[config.mk]
export PLATFORM = sky130hd
export DESIGN_NAME = rc_stick_arm_gesture_decoder_top
export DESIGN_NICKNAME = d
export VERILOG_FILES = /design/src/rtl/core/rcsag_pkg.sv /design/src/rtl/core/rc_stick_arm_gesture_decoder_top.sv
export VERILOG_INCLUDE_DIRS = /design/src /design/src/rtl/core
export SDC_FILE = /design/constraint.sdc
export NUM_CORES = 1
export LEC_CHECK = 0
export ABC_AREA = 1
export ABC_CLOCK_PERIOD_IN_PS = 3800
export BUFFER_PORTS_ARGS = -buffer_cell sky130_fd_sc_hd__buf_2
export CAP_MARGIN = 20
export CORE_MARGIN = 10
export CORE_UTILIZATION = 50
export CTS_CLUSTER_DIAMETER = 200
export DETAILED_ROUTE_END_ITERATION = 16
export MAX_ROUTING_LAYER = met4
export PLACE_DENSITY = 0.77
export SYNTH_ARGS = -nofsm -noshare
export SYNTH_HDL_FRONTEND = slang
export SYNTH_SLANG_ARGS = --single-unit
[constraint.sdc]
create_clock -name clk -period 3.8 [get_ports clk]
set_clock_uncertainty 0.2 [all_clocks]
set_input_delay 0.57 -clock clk [delete_from_list [all_inputs] [get_ports clk]]
set_output_delay 0.57 -clock clk [all_outputs]
set_load 0.02 [all_outputs]
[src/rtl/core/rc_stick_arm_gesture_decoder_top_macros.svh]
// Assertion helpers for the stick gesture decoder.
`ifndef RC_STICK_ARM_GESTURE_DECODER_TOP_MACROS_SVH
`define RC_STICK_ARM_GESTURE_DECODER_TOP_MACROS_SVH

`ifndef SYNTHESIS

`define RCSAG_ASSERT(name, clk, rst, prop, msg) \
  name: assert property (@(posedge clk) disable iff (rst) prop) else $error(msg);

`define RCSAG_ASSERT_ALWAYS(name, clk, prop, msg) \
  name: assert property (@(posedge clk) prop) else $error(msg);

`else

`define RCSAG_ASSERT(name, clk, rst, prop, msg)

`define RCSAG_ASSERT_ALWAYS(name, clk, prop, msg)

`endif

`endif

[src/rtl/core/rcsag_pkg.sv]
package rcsag_pkg;

  typedef enum logic [1:0] {
    MODE_SAMPLE     = 2'd0,
    MODE_TICK       = 2'd1,
    MODE_CALIB_READ = 2'd2
  } mode_t;

  typedef enum logic {
    REG_GESTURE_DELAY = 1'b0,
    REG_REPEAT_HOLD   = 1'b1
  } reg_index_t;

  localparam logic [11:0] PULSE_MIN = 12'd1000;
  localparam logic [11:0] PULSE_MAX = 12'd2000;
  localparam logic [11:0] PULSE_MID = 12'd1500;
  localparam logic [9:0]  GESTURE_LEVEL = 10'd300;
  localparam logic [2:0]  LOST_LIMIT = 3'd3;
  localparam logic [15:0] GESTURE_DELAY_RESET = 16'd500;
  localparam logic [7:0]  REPEAT_HOLD_RESET = 8'd100;

  typedef struct packed {
    logic       active;
    logic [7:0] count;
    logic       restart;
    logic       fire;
  } gstep_t;

  function automatic logic pulse_ok(input logic [11:0] w);
    pulse_ok = (w >= PULSE_MIN) && (w <= PULSE_MAX);
  endfunction

  function automatic logic [9:0] stick_pos(input logic [11:0] w, input logic [11:0] offset);
    logic [12:0] diff;
    diff = {1'b0, w} - {1'b0, offset};
    stick_pos = pulse_ok(w) ? diff[9:0] : 10'd0;
  endfunction

  function automatic gstep_t gesture_step(input logic present, input logic active,
                                          input logic [7:0] count, input logic [7:0] hold,
                                          input logic delay_zero);
    gstep_t s;
    s = '{active: active, count: count, restart: 1'b0, fire: 1'b0};
    if (present) begin
      if (count == 8'd0) begin
        if (!active) begin
          s.active  = 1'b1;
          s.restart = 1'b1;
        end else if (delay_zero) begin
          s.count = hold;
          s.fire  = 1'b1;
        end
      end else begin
        s.count = hold;
      end
    end else begin
      s.active = 1'b0;
      if (count != 8'd0) begin
        s.count = count - 8'd1;
      end
    end
    gesture_step = s;
  endfunction

endpackage

[src/rtl/core/rc_stick_arm_gesture_decoder_top.sv]
// channel   direction  handshake                    payload
// sample    in         sample_valid / sample_stall  mode, four pulse widths
// result    out        result_valid / result_stall  four positions, armed, signal_lost,
//                                                   calibrate_request
// config    in         APB psel/penable/pwrite      gesture_delay_ms @0, repeat_hold_samples @4
//
// One word per cycle while result_stall is low; a word passes the input register,
// then the result register, on its way from acceptance to result.
// Reset is synchronous: config returns to 500 ms / 100 samples, loss is ignored
// until the first arm toggle, no words are held.
// A stalled result holds; one more word waits in the input register before
// sample_stall rises.
`include "rc_stick_arm_gesture_decoder_top_macros.svh"

module rc_stick_arm_gesture_decoder_top (
  input  logic        clk,
  input  logic        rst,
  input  logic        sample_valid,
  output logic        sample_stall,
  input  logic [1:0]  mode,
  input  logic [11:0] throttle_pulse,
  input  logic [11:0] pitch_pulse,
  input  logic [11:0] roll_pulse,
  input  logic [11:0] yaw_pulse,
  output logic        result_valid,
  input  logic        result_stall,
  output logic [9:0]  throttle_pos,
  output logic signed [9:0] pitch_pos,
  output logic signed [9:0] roll_pos,
  output logic signed [9:0] yaw_pos,
  output logic        armed,
  output logic        signal_lost,
  output logic        calibrate_request,
  input  logic        psel,
  input  logic        penable,
  input  logic        pwrite,
  input  logic [2:0]  paddr,
  input  logic [31:0] pwdata,
  output logic [31:0] prdata,
  output logic        pready
);
  import rcsag_pkg::*;

  logic [15:0] gesture_delay_ms;
  logic [7:0]  repeat_hold_samples;

  logic        stage_valid;
  logic [1:0]  stage_mode;
  logic [11:0] stage_throttle;
  logic [11:0] stage_pitch;
  logic [11:0] stage_roll;
  logic [11:0] stage_yaw;

  logic        armed_flag;
  logic        ignore_loss_flag;
  logic        arm_gesture_active;
  logic        calib_gesture_active;
  logic [7:0]  arm_repeat_count;
  logic [7:0]  calib_repeat_count;
  logic        calib_pending;
  logic [15:0] delay_remaining;

  logic        armed_flag_next;
  logic        ignore_loss_flag_next;
  logic        arm_gesture_active_next;
  logic        calib_gesture_active_next;
  logic [7:0]  arm_repeat_count_next;
  logic [7:0]  calib_repeat_count_next;
  logic        calib_pending_next;
  logic [15:0] delay_remaining_next;

  logic [9:0]  thr_next;
  logic signed [9:0] pit_next;
  logic signed [9:0] rol_next;
  logic signed [9:0] yaw_next;
  logic        lost_next;
  logic        calib_out_next;

  logic        advance;
  logic        cfg_write;
  logic [9:0]  thr_conv;
  logic signed [9:0] pit_conv;
  logic signed [9:0] rol_conv;
  logic signed [9:0] yaw_conv;
  logic [2:0]  lost_count;
  logic        base_g;
  logic        arm_g;
  logic        cal_g;
  logic [15:0] delay_mid;
  gstep_t      arm_s;
  gstep_t      cal_s;

  assign pready       = 1'b1;
  assign cfg_write    = psel && penable && pwrite && pready;
  assign advance      = stage_valid && (!result_valid || !result_stall);
  assign sample_stall = stage_valid && !advance;

  always_ff @(posedge clk) begin
    if (rst) begin
      gesture_delay_ms    <= GESTURE_DELAY_RESET;
      repeat_hold_samples <= REPEAT_HOLD_RESET;
    end else if (cfg_write) begin
      case (reg_index_t'(paddr[2]))
        REG_GESTURE_DELAY: gesture_delay_ms    <= pwdata[15:0];
        REG_REPEAT_HOLD:   repeat_hold_samples <= pwdata[7:0];
        default: ;
      endcase
    end
  end

  always_comb begin
    case (reg_index_t'(paddr[2]))
      REG_GESTURE_DELAY: prdata = {16'd0, gesture_delay_ms};
      REG_REPEAT_HOLD:   prdata = {24'd0, repeat_hold_samples};
      default:           prdata = 32'd0;
    endcase
  end

  always_ff @(posedge clk) begin
    if (rst) begin
      stage_valid <= 1'b0;
    end else if (!sample_stall) begin
      stage_valid <= sample_valid;
    end
  end

  always_ff @(posedge clk) begin
    if (sample_valid && !sample_stall) begin
      stage_mode     <= mode;
      stage_throttle <= throttle_pulse;
      stage_pitch    <= pitch_pulse;
      stage_roll     <= roll_pulse;
      stage_yaw      <= yaw_pulse;
    end
  end

  assign thr_conv = stick_pos(stage_throttle, PULSE_MIN);
  assign pit_conv = stick_pos(stage_pitch, PULSE_MID);
  assign rol_conv = stick_pos(stage_roll, PULSE_MID);
  assign yaw_conv = stick_pos(stage_yaw, PULSE_MID);

  assign lost_count = {2'd0, stage_throttle == 12'd0} + {2'd0, stage_pitch == 12'd0}
                    + {2'd0, stage_roll == 12'd0} + {2'd0, stage_yaw == 12'd0};

  assign base_g = (thr_conv < GESTURE_LEVEL) && (pit_conv < -$signed(GESTURE_LEVEL))
               && (rol_conv < -$signed(GESTURE_LEVEL));
  assign arm_g  = base_g && (yaw_conv > $signed(GESTURE_LEVEL));
  assign cal_g  = base_g && (yaw_conv < -$signed(GESTURE_LEVEL));

  assign arm_s = gesture_step(arm_g, arm_gesture_active, arm_repeat_count,
                              repeat_hold_samples, delay_remaining == 16'd0);
  assign delay_mid = arm_s.restart ? gesture_delay_ms : delay_remaining;
  assign cal_s = gesture_step(cal_g, calib_gesture_active, calib_repeat_count,
                              repeat_hold_samples, delay_mid == 16'd0);

  always_comb begin
    armed_flag_next           = armed_flag;
    ignore_loss_flag_next     = ignore_loss_flag;
    arm_gesture_active_next   = arm_gesture_active;
    calib_gesture_active_next = calib_gesture_active;
    arm_repeat_count_next     = arm_repeat_count;
    calib_repeat_count_next   = calib_repeat_count;
    calib_pending_next        = calib_pending;
    delay_remaining_next      = delay_remaining;
    thr_next       = 10'd0;
    pit_next       = 10'sd0;
    rol_next       = 10'sd0;
    yaw_next       = 10'sd0;
    lost_next      = 1'b0;
    calib_out_next = 1'b0;
    case (mode_t'(stage_mode))
      MODE_SAMPLE: begin
        if (lost_count >= LOST_LIMIT && !ignore_loss_flag) begin
          armed_flag_next = 1'b0;
          lost_next       = 1'b1;
        end else begin
          thr_next = thr_conv;
          pit_next = pit_conv;
          rol_next = rol_conv;
          yaw_next = yaw_conv;
          arm_gesture_active_next   = arm_s.active;
          arm_repeat_count_next     = arm_s.count;
          calib_gesture_active_next = cal_s.active;
          calib_repeat_count_next   = cal_s.count;
          delay_remaining_next      = cal_s.restart ? gesture_delay_ms : delay_mid;
          if (arm_s.fire) begin
            armed_flag_next       = !armed_flag;
            ignore_loss_flag_next = 1'b0;
          end
          if (cal_s.fire) begin
            calib_pending_next = 1'b1;
          end
        end
      end
      MODE_TICK: begin
        if (delay_remaining != 16'd0) begin
          delay_remaining_next = delay_remaining - 16'd1;
        end
      end
      MODE_CALIB_READ: begin
        calib_out_next     = calib_pending;
        calib_pending_next = 1'b0;
      end
      default: ;
    endcase
  end

  always_ff @(posedge clk) begin
    if (rst) begin
      armed_flag           <= 1'b0;
      ignore_loss_flag     <= 1'b1;
      arm_gesture_active   <= 1'b0;
      calib_gesture_active <= 1'b0;
      arm_repeat_count     <= 8'd0;
      calib_repeat_count   <= 8'd0;
      calib_pending        <= 1'b0;
      delay_remaining      <= 16'd0;
    end else if (advance) begin
      armed_flag           <= armed_flag_next;
      ignore_loss_flag     <= ignore_loss_flag_next;
      arm_gesture_active   <= arm_gesture_active_next;
      calib_gesture_active <= calib_gesture_active_next;
      arm_repeat_count     <= arm_repeat_count_next;
      calib_repeat_count   <= calib_repeat_count_next;
      calib_pending        <= calib_pending_next;
      delay_remaining      <= delay_remaining_next;
    end
  end

  always_ff @(posedge clk) begin
    if (rst) begin
      result_valid <= 1'b0;
    end else if (!result_valid || !result_stall) begin
      result_valid <= advance;
    end
  end

  always_ff @(posedge clk) begin
    if (advance) begin
      throttle_pos      <= thr_next;
      pitch_pos         <= pit_next;
      roll_pos          <= rol_next;
      yaw_pos           <= yaw_next;
      armed             <= armed_flag_next;
      signal_lost       <= lost_next;
      calibrate_request <= calib_out_next;
    end
  end

  `RCSAG_ASSERT(a_lost_zeroes, clk, rst, result_valid && signal_lost |-> !armed && throttle_pos == 10'd0 && pitch_pos == 10'sd0 && yaw_pos == 10'sd0, "lost word carries stick data or armed")
  `RCSAG_ASSERT(a_calib_alone, clk, rst, result_valid && calibrate_request |-> !signal_lost && throttle_pos == 10'd0 && roll_pos == 10'sd0, "calibrate read carries sample data")
  `RCSAG_ASSERT(a_tick_count, clk, rst, advance && stage_mode == MODE_TICK && delay_remaining != 16'd0 |=> delay_remaining == $past(delay_remaining) - 16'd1, "tick did not count down")
  `RCSAG_ASSERT(a_stall_held, clk, rst, sample_stall |-> stage_valid && result_valid && result_stall, "input stalled with room downstream")
  `RCSAG_ASSERT(a_loss_armed, clk, rst, advance && armed_flag_next && !armed_flag |-> !ignore_loss_flag_next, "arming left loss check off")

endmodule
Word level (Yosys, flattened, before mapping)
Index checks and enable logic that the tools add are counted.
Storage, ports and cells
  register bits after elaboration: 156
  output and inout port bits: 78
  word-level logic and storage cells: 148
  input bits: 92
Cells by class
  reductions and logical operators: 47
  bitwise gates (word level): 3
  equal/unequal tests: 11
  add/sub/neg operators: 10
  order comparisons: 14
  muxes and demuxes: 39
Operators by type and width (number)
  $mux W16: 4
  $mux W8: 8
  $pmux W32 S2: 1
  $ge A12 B10 Y1 const B: 4
  $le A12 B11 Y1 const B: 4
  $logic_not A12 Y1: 4
  $mux W10: 4
  $logic_not A16 Y1: 2
  $pmux W16 S2: 1
  $lt A10 B10 Y1 const B: 3
  $sub A10 B9 Y10 const B: 3
  $reduce_and A4 Y1: 5
  $mux W9: 2
  $logic_not A8 Y1: 2
  $reduce_bool A16 Y1: 1
  $reduce_bool A8 Y1: 2
  $sub A16 B1 Y16 const B: 1
  $sub A8 B1 Y8 const B: 2
  $logic_and A1 B1 Y1: 14
  $mux W1: 14
  $ne A3 B3 Y1 const B: 4
  $reduce_and A6 Y1: 2
  $gt A10 B10 Y1 const B: 1
  $lt A10 B9 Y1 const B: 1
  other kinds (18): 35

Longest topological paths before layout
Gate-level depths: netlist of the first run.
  depth after elaboration: 17
  gate-level depth with buffers: 25
  depth with buffers taken out: 24

Worst setup path after synthesis of the first run
No wires, ideal clock.
  kind: in2reg
  start point: in result_stall
  end point: reg delay_remaining[10]
  arrival: 3.736 ns
  slack: -0.232 ns
  path buffers: 2
  stages on the path: 9
  setup time: 0.095 ns
  cell sequence: nand2_1 > inv_1 > nor2_1 > o21ai_0 > inv_1 > nand3_1 > buf_2 > buf_2 > a221oi_1
On the way
  longest elaborated chain between the ends: 4
RTL lines
  start: declaration: RTL line rc_stick_arm_gesture_decoder_top.sv:26  | input logic result_stall,
  $logic_not A1 Y1: RTL line rc_stick_arm_gesture_decoder_top.sv:95  | assign advance = stage_valid && (!result_valid || !result_stall);
  $logic_or A1 B1 Y1: RTL line rc_stick_arm_gesture_decoder_top.sv:95
  $logic_and A1 B1 Y1: RTL line rc_stick_arm_gesture_decoder_top.sv:95
  net advance: RTL line rc_stick_arm_gesture_decoder_top.sv:79  | logic advance;
  $reduce_and A4 Y1 (no line)
  end signal: assignment: RTL line rc_stick_arm_gesture_decoder_top.sv:226  | delay_remaining <= delay_remaining_next;
  end: declaration: RTL line rc_stick_arm_gesture_decoder_top.sv:61  | logic [15:0] delay_remaining;
The timed path passes the listed nets, and every way through them passes these cells.
A chain may end at the register's enable or synchronous reset.

Worst setup path after layout of the first run
  start point: reg stage_pitch[0]
  end point: reg delay_remaining[3]
On the way
  longest elaborated chain between the ends: 12
  elaborated cells on any way between the ends: 24
  those cells by class: add/sub (4); order compare (4); eq/ne (1); mux (7); reduce/logical (8)
RTL lines
  start: declaration: RTL line rc_stick_arm_gesture_decoder_top.sv:50  | logic [11:0] stage_pitch;
  start signal: assignment: RTL line rc_stick_arm_gesture_decoder_top.sv:131  | stage_pitch <= pitch_pulse;
  $ge A12 B10 Y1 / $le A12 B11 Y1 (equally long branches): RTL line rcsag_pkg.sv:30  | pulse_ok = (w >= PULSE_MIN) && (w <= PULSE_MAX);
  $logic_and A1 B1 Y1: RTL line rcsag_pkg.sv:30
  $mux W10: RTL line rcsag_pkg.sv:36  | stick_pos = pulse_ok(w) ? diff[9:0] : 10'd0;
  $lt A10 B10 Y1: RTL line rc_stick_arm_gesture_decoder_top.sv:145  | assign base_g = (thr_conv < GESTURE_LEVEL) && (pit_conv < -$signed(GESTURE_LEVEL))
  $logic_and A1 B1 Y1: RTL line rc_stick_arm_gesture_decoder_top.sv:145
  $logic_and A1 B1 Y1: RTL line rc_stick_arm_gesture_decoder_top.sv:146  | && (rol_conv < -$signed(GESTURE_LEVEL));
  $logic_and A1 B1 Y1: RTL line rc_stick_arm_gesture_decoder_top.sv:147  | assign arm_g = base_g && (yaw_conv > $signed(GESTURE_LEVEL));
  $mux W2: RTL line rcsag_pkg.sv:44  | if (present) begin
  $mux W16: RTL line rc_stick_arm_gesture_decoder_top.sv:152  | assign delay_mid = arm_s.restart ? gesture_delay_ms : delay_remaining;
  $mux W16: RTL line rc_stick_arm_gesture_decoder_top.sv:185  | delay_remaining_next = cal_s.restart ? gesture_delay_ms : delay_mid;
  $mux W16: RTL line rc_stick_arm_gesture_decoder_top.sv:173  | if (lost_count >= LOST_LIMIT && !ignore_loss_flag) begin
  $pmux W16 S2: RTL line rc_stick_arm_gesture_decoder_top.sv:171  | case (mode_t'(stage_mode))
Several ways; a longest one is shown, not always the timed one. The select of a mux whose other input is x is not followed.

==> reports/qor.log, run 1 <==
[status] status completed
[critical_path] reg2reg setup slack 0.21 ns
[floorplan] Die X 149 um
[place] number of buffers inserted by port buffering 134
[floorplan] core area 0.0165 mm2
[clock_tree] clock edge transition at the registers on the reported setup and hold paths 0.07 ns
[critical_path] worst endpoint data arrival time 3.71 ns
[timing] post-layout min period 3.59 ns
[critical_path] Most common cell on crit path sky130_fd_sc_hd__inv_2
[global_routing] first-pass GRT wire length 32,900 um
[route] # DRC 0
[power_and_ir_drop] LEAKAGE 0.00457 uW
[timing] actual transition at the worst max-transition pin 1.03 ns
[logic_synthesis] synthesis warning total 0
[timing] final hold viol count 0
[route] via-per-instance ratio 5.15
[global_routing] met1 GRT Util 23.6%
[finish] most common library cell in the layout ignoring fill and taps sky130_fd_sc_hd__nand2_1
[finish] Total Nets Final 1,275
[timing] worst hold slack across all endpoints 0.113 ns
[timing] tightest slew margin relative to the limit 31.6%
[timing] total negative setup slack 0 ns
[timing] number of setup violations in the final report 0
[logic_synthesis] fraction of the yosys area taken by sequential cells 48.5%
[logic_synthesis] number of enable-type register cells in the synthesized netlist 93
[critical_path] cell depth of the worst setup path 17
[global_routing] via count of the first global-routing pass 6,618
[route] first-iteration detailed-routing DRC count 565
[route] sum of routed wire length over all layers 21,000 um
[global_routing] antenna violations before repair 0
[critical_path] crit path max fanout 7
[finish] commonest cells after routing, fill and taps aside sky130_fd_sc_hd__nand2_1, sky130_fd_sc_hd__nor2_1, sky130_fd_sc_hd__buf_2, sky130_fd_sc_hd__inv_1, sky130_fd_sc_hd__edfxtp_1
[logic_synthesis] synthesized flop and latch total 156
[timing] fin crit share 94.4%
[floorplan] area enclosed by the die boundary 0.0223 mm2
[clock_tree] Inserted Clock Buffers 17
[clock_tree] sinks on the clock net 156
[logic_synthesis] predominant post-synthesis flop cell sky130_fd_sc_hd__edfxtp_1
[timing] Slew Viols, Final 0
[route] count of antenna-violating nets left after detailed routing 0
[min_path] type of the worst min-delay path input pin to flip-flop
[global_routing] total overflow reported by the global router 0
[logic_synthesis] count of unique library cells instantiated by Yosys 47
[place] final RePlAce weighted congestion 0.920
[clock_tree] latest clock arrival within the worst-skew pair 0.43 ns
[route] wire length per cell after detailed routing 15.0 um
[critical_path] Worst path top cell family by delay adder cells
[global_routing] pin count of the biggest net entering global routing 51
[global_routing] met3 track utilization from global routing 3.55%
[global_routing] global routing usage on met2 30.3%
[critical_path] CP Class flip-flop to flip-flop
[power_and_ir_drop] post-layout total power 4130 uW
[floorplan] boundary pin count 170
[clock_tree] H-tree level count 4
[floorplan] Initial Utilization 50.8%
[logic_synthesis] Post-synth ARST share 0%
[global_routing] most crowded layer after global routing met2
[critical_path] data required time at the worst endpoint 3.92 ns
[place] HPWL Detailed 15,600 um
[logic_synthesis] post-synthesis instance total 1,012
[run] Max-cap violations 0
[clock_tree] buffer type at the clock tree root sky130_fd_sc_hd__clkbuf_16
[timing] upper clock frequency limit 279 MHz
[finish] signed area change from the synthesized netlist to the final layout 20.3%
[critical_path] combined buffer and inverter count along the critical path 4
[route] via count 7,210
[critical_path] sort of element at the end of the critical path flip-flop
[critical_path] Startpoint Class flip-flop
[min_path] WHS Path Cells 1
[critical_path] Slowest Stage Delay on Critical Path 0.59 ns
[finish] number of fill cells in the layout 1,431
[global_routing] total routing resource utilization after global routing 18.9%
[timing] RSZ-0062 raised after global routing yes
[floorplan] num rows 47
[power_and_ir_drop] Cell Pwr Density 411 mW/mm2
[logic_synthesis] Synth Area per Inst 8.26 um2
[critical_path] critical path's slowest cell sky130_fd_sc_hd__fa_1
[logic_synthesis] area of the mapped netlist 0.00836 mm2
[clock_tree] TritonCTS clock tree yes
[power_and_ir_drop] largest voltage drop on the vdd net 0.324 mV
[floorplan] DIE HEIGHT 149 um
[finish] layout cell share with drive strength beyond 1 22.5%
[finish] total inserted antenna cells 0
[critical_path] CP Cell Sequence nor2_2 -> nand2_1 -> nor4_2 -> nand4_1 -> fa_1 -> inv_1 -> ha_2 -> ha_4 -> nand2_4 -> a21oi_4 -> inv_2 -> o21ai_2 -> inv_2 -> nand3_4 -> buf_6 -> nor2_1 -> a221oi_1
[clock_tree] buffer levels on the longest clock path 2
[route] DRT Pass-1 Iters 5
[critical_path] cells on worst reg2reg path 17
-- per-layer routing --
layer | vias up | part of all wire (%)
met1 | 3320 | 45
met5 | - | 0
met2 | 210 | 48
met3 | 33 | 5.1
met4 | 0 | 1.8
li1 | 3647 | -
-- state kept, by name (all words and copies together) (netlist names), 10 cells and up --
signal            flops
stage_pitch          12
delay_remaining      16
gesture_delay_ms     16
stage_yaw            12
roll_pos             10
stage_roll           12
stage_throttle       12
pitch_pos            10
throttle_pos         10
yaw_pos              10
-- final timing paths --
path	from	end
hold / removal	roll_pulse[5]	stage_roll[5]$_DFFE_PP_
setup / recovery	stage_pitch[0]$_DFFE_PP_	delay_remaining[3]$_SDFFE_PP0P_
setup reg to reg	stage_pitch[0]$_DFFE_PP_	delay_remaining[3]$_SDFFE_PP0P_
hold reg to reg	calib_pending$_SDFFE_PP0P_	calib_pending$_SDFFE_PP0P_
-- power breakdown --
group          internal, uW  switching [uW]  total [uW]
combinational           173             326         499
clock                   983             728        1710
sequential             1870            57.0        1920
-- kinds of logic after synthesis --
group / count (synthesis) / synth area share (%)
fa+ha+maj: 17 / 2.63
xor+xnor: 32 / 3.35
mux: 1 / 0.120
flops: 156 / 48.5
compound gates: 176 / 12.1
simple gates: 455 / 24.1
other cells: 2 / 0.0898
buf+inv: 173 / 9.14
-- what timing repair did --
item,CTS,global route
gates resized for setup,0,41
endpoints found under the setup margin,0,31
hold buffers,0,0
setup buffers,0,4
-- synth_stat cells, types with 11 or more instances --
library cell | n | area, um2
sky130_fd_sc_hd__nand4_1 | 19 | 119
sky130_fd_sc_hd__dfxtp_1 | 63 | 1260
sky130_fd_sc_hd__o211ai_1 | 16 | 120
sky130_fd_sc_hd__ha_1 | 16 | 200
sky130_fd_sc_hd__a21oi_1 | 55 | 275
sky130_fd_sc_hd__edfxtp_1 | 93 | 2790
sky130_fd_sc_hd__nand3_1 | 30 | 150
sky130_fd_sc_hd__nor3_1 | 20 | 100
sky130_fd_sc_hd__o21ai_0 | 70 | 350
sky130_fd_sc_hd__nand2_1 | 189 | 709
sky130_fd_sc_hd__xnor2_1 | 11 | 96.3
sky130_fd_sc_hd__buf_4 | 21 | 158
sky130_fd_sc_hd__nand2_2 | 15 | 93.8
sky130_fd_sc_hd__inv_1 | 117 | 439
sky130_fd_sc_hd__clkbuf_1 | 15 | 56.3
sky130_fd_sc_hd__xor2_1 | 21 | 184
sky130_fd_sc_hd__nor2_1 | 146 | 548
-- metrics by stage --
step	setup WS, ns	utilization, %	cell area [um2]	cells
detailed placement	0.122	56.4	9280	1361
CTS	0.0891	59.9	9870	1393
global route	-0.0689	61.1	10100	1399
floorplan	0.363	-	8420	1027
finish	0.211	61.1	10100	1399
global placement	0.201	56.4	9280	1361
-- final cells by class --
| cell class | count | area [um2] | area share (%) |
|---|---|---|---|
| clock buffers | 18 | 429 | 4.27 |
| multi-input cells | 698 | 3720 | 37.0 |
| clock inverters | 14 | 158 | 1.57 |
| inverters | 127 | 487 | 4.84 |
| repair inverters | 2 | 15.0 | 0.149 |
| well taps | 220 | 275 | 2.74 |
| flip-flops and latches | 156 | 4050 | 40.3 |
| repair buffers | 164 | 925 | 9.19 |
No activity file was read; power rests on OpenSTA's default activity.
==> run 2: changes to the inputs <==
--- a/config.mk
+++ b/config.mk
@@ -10,12 +10,16 @@
 export ABC_CLOCK_PERIOD_IN_PS = 3800
 export BUFFER_PORTS_ARGS = -buffer_cell sky130_fd_sc_hd__buf_2
 export CAP_MARGIN = 20
+export CELL_PAD_IN_SITES_DETAIL_PLACEMENT = 1
+export CELL_PAD_IN_SITES_GLOBAL_PLACEMENT = 1
 export CORE_MARGIN = 10
-export CORE_UTILIZATION = 50
+export CORE_UTILIZATION = 38
+export CTS_BUF_LIST = sky130_fd_sc_hd__clkbuf_8
 export CTS_CLUSTER_DIAMETER = 200
+export CTS_CLUSTER_SIZE = 40
 export DETAILED_ROUTE_END_ITERATION = 16
 export MAX_ROUTING_LAYER = met4
-export PLACE_DENSITY = 0.77
+export PLACE_DENSITY_LB_ADDON = 0.1
 export SYNTH_ARGS = -nofsm -noshare
 export SYNTH_HDL_FRONTEND = slang
 export SYNTH_SLANG_ARGS = --single-unit
==> run 2 against run 1 <==
  * Sequential share of layout area decreased by 0.060 points
  * Combinational power increased by 5.6%
  * Core utilization fell by 15 points
  * Power is 11% lower
  * Flip-flop and latch count unchanged
  * Die area rose by 27%
  * Fmax decreased by 1.1%
  * Cell area up 0.15%
  * Largest cell class unchanged
==> reports/qor.log, run 2 (synthesis results as in run 1) <==
[timing] total negative setup slack 0 ns
[critical_path] sort of element at the end of the critical path flip-flop
[route] sum of routed wire length over all layers 24,600 um
[global_routing] via count of the first global-routing pass 7,349
[power_and_ir_drop] P_sw 1110 uW
[min_path] hold-critical path endpoint stage_throttle[6]$_DFFE_PP_
[finish] layout cell share with drive strength beyond 1 24.0%
[finish] commonest cells after routing, fill and taps aside sky130_fd_sc_hd__nand2_1, sky130_fd_sc_hd__nor2_1, sky130_fd_sc_hd__buf_2, sky130_fd_sc_hd__inv_1, sky130_fd_sc_hd__edfxtp_1
[timing] final hold viol count 0
[timing] tightest slew margin relative to the limit 46.8%
[place] final RePlAce weighted congestion 0.901
[run] Max-cap violations 0
[clock_tree] sinks on the clock net 156
[finish] Largest regs delay_remaining x16, gesture_delay_ms x16
[place] placed cell areas 0.00942 mm2
[timing] post-layout min period 3.63 ns
[route] wire length per cell after detailed routing 16.7 um
[finish] Total Nets Final 1,292
[global_routing] antenna violations before repair 0
[power_and_ir_drop] power share of the combinational group 14.2%
[global_routing] total routing resource utilization after global routing 17.5%
[global_routing] pin count of the biggest net entering global routing 25
[clock_tree] TritonCTS clock tree yes
[power_and_ir_drop] LEAKAGE 0.00457 uW
[clock_tree] H-tree level count 4
[clock_tree] buffer levels on the longest clock path 2
[timing] fin crit share 95.5%
[global_routing] total overflow reported by the global router 0
[critical_path] endpoint of the worst register-to-register path delay_remaining[10]$_SDFFE_PP0P_
[min_path] start point of the worst hold path throttle_pulse[6]
[finish] signed area change from the synthesized netlist to the final layout 20.5%
[min_path] type of the worst min-delay path input pin to flip-flop
[floorplan] area enclosed by the die boundary 0.0283 mm2
[power_and_ir_drop] Cell Pwr Density 367 mW/mm2
[place] number of buffers inserted by port buffering 134
[timing] Slew Viols, Final 0
[place] HPWL Detailed 18,900 um
[min_path] WHS Path Cells 1
[status] status completed
[finish] number of fill cells in the layout 2,684
[critical_path] data required time at the worst endpoint 3.97 ns
[power_and_ir_drop] switching part of the total 30.0%
[floorplan] Die X 168 um
[route] # DRC 0
[power_and_ir_drop] Reg power frac 51.9%
[timing] upper clock frequency limit 276 MHz
[floorplan] core area 0.0218 mm2
[critical_path] crit path max fanout 7
[timing] number of setup violations in the final report 0
[clock_tree] latest clock arrival within the worst-skew pair 0.45 ns
[finish] post-route cell area 0.0101 mm2
[power_and_ir_drop] largest voltage drop on the vdd net 0.208 mV
[route] via-per-instance ratio 4.90
[timing] actual transition at the worst max-transition pin 0.797 ns
[critical_path] CP Class flip-flop to flip-flop
[route] count of antenna-violating nets left after detailed routing 0
[critical_path] launch instance of the worst register-to-register path stage_pitch[0]$_DFFE_PP_
[route] via count 7,236
[critical_path] reg2reg setup slack 0.17 ns
[route] first-iteration detailed-routing DRC count 329
[clock_tree] clock edge transition at the registers on the reported setup and hold paths 0.10 ns
[power_and_ir_drop] clock network power share 33.9%
[route] DRT Pass-1 Iters 4
[floorplan] num rows 54
[critical_path] cells on worst reg2reg path 18
[floorplan] Initial Utilization 38.4%
[finish] most common library cell in the layout ignoring fill and taps sky130_fd_sc_hd__nand2_1
[clock_tree] buffer type at the clock tree root sky130_fd_sc_hd__clkbuf_8
[finish] total inserted antenna cells 0
[timing] RSZ-0062 raised after global routing yes
[clock_tree] Inserted Clock Buffers 17
[timing] worst hold slack across all endpoints 0.0852 ns
[power_and_ir_drop] internal power consumption 2590 uW
[floorplan] DIE HEIGHT 168 um
[floorplan] boundary pin count 170
[global_routing] first-pass GRT wire length 39,000 um
[critical_path] Startpoint Class flip-flop
[critical_path] worst endpoint data arrival time 3.80 ns
[run 2: worst max path at each step]
stage,startpoint,to,slack [ns],depth (start not counted)
2_1_floorplan,stage_pitch[4]$_DFFE_PP_,calib_repeat_count[5]$_SDFFE_PP0P_,0.36,19
3_3_place_gp,stage_pitch[0]$_DFFE_PP_,delay_remaining[12]$_SDFFE_PP0P_,0.19,17
3_5_place_dp,stage_pitch[0]$_DFFE_PP_,arm_repeat_count[5]$_SDFFE_PP0P_,-0.002,17
4_1_cts,stage_pitch[0]$_DFFE_PP_,delay_remaining[9]$_SDFFE_PP0P_,0.02,17
5_1_grt,stage_pitch[0]$_DFFE_PP_,delay_remaining[1]$_SDFFE_PP0P_,-0.08,18
6_report,stage_pitch[0]$_DFFE_PP_,delay_remaining[10]$_SDFFE_PP0P_,0.17,18
[run 2: worst max-delay path, cell delays in order (launching register included)]
cell	delay [ns]
sky130_fd_sc_hd__edfxtp_1	0.43
sky130_fd_sc_hd__nor2_2	0.15
sky130_fd_sc_hd__nand2_1	0.09
sky130_fd_sc_hd__nor4_2	0.23
sky130_fd_sc_hd__nand4_1	0.23
sky130_fd_sc_hd__fa_1	0.62
sky130_fd_sc_hd__inv_2	0.05
sky130_fd_sc_hd__ha_4	0.16
sky130_fd_sc_hd__ha_4	0.26
sky130_fd_sc_hd__nand2_2	0.05
sky130_fd_sc_hd__a21oi_2	0.16
sky130_fd_sc_hd__inv_1	0.07
sky130_fd_sc_hd__o21ai_1	0.13
sky130_fd_sc_hd__inv_1	0.09
sky130_fd_sc_hd__nand3_2	0.11
sky130_fd_sc_hd__buf_12	0.13
sky130_fd_sc_hd__buf_8	0.12
sky130_fd_sc_hd__nor2_1	0.05
sky130_fd_sc_hd__a221oi_2	0.20
[run 2: through the flow]
stage / setup slack [ns] / power [uW] / std cells / util [%]
floorplan: 0.363 / 2280 / 1027 / -
global placement: 0.189 / 2450 / 1427 / 43.3
detailed placement: -0.00237 / 2460 / 1427 / 43.3
CTS: 0.0176 / 3730 / 1459 / 45.1
global route: -0.0833 / 3900 / 1476 / 46.3
finish: 0.172 / 3700 / 1476 / 46.3
[run 2: power groups by stage]
stage	Combinational [uW]	Sequential (uW)	Clock [uW]
CTS	510	1920	1300
global placement	496	1960	0
floorplan	320	1960	0
finish	527	1920	1250
detailed placement	506	1960	0
global route	594	1930	1370
[run 2: timing repair]
action | 4_1_cts | 5_1_grt
pin swaps | 1 | 21
buffers inserted | 0 | 17
hold endpoints to repair | 0 | 0
setup endpoints to repair | 6 | 59
hold buffers | 0 | 0
gates resized for setup | 2 | 33
[run 2: final cells by class]
cell class                      instances  area [um2]  share of cell area (%)
Timing Repair Buffer                  183        1080                    10.8
Inverter                              127         479                    4.76
Sequential cell                       156        4050                    40.2
Multi-Input combinational cell        698        3720                    36.9
Clock inverter                         15         154                    1.53
Tap cell                              280         350                    3.48
Clock buffer                           17         234                    2.32
[run 2: per-layer routing]
layer | vias up | part of all wire, % | track usage, %
met1 | 3452 | 45 | 21.8
met5 | - | 0 | -
li1 | 3665 | - | -
met4 | 0 | 1.1 | 3.79
met2 | 104 | 49 | 28.2
met3 | 15 | 4.3 | 4.12
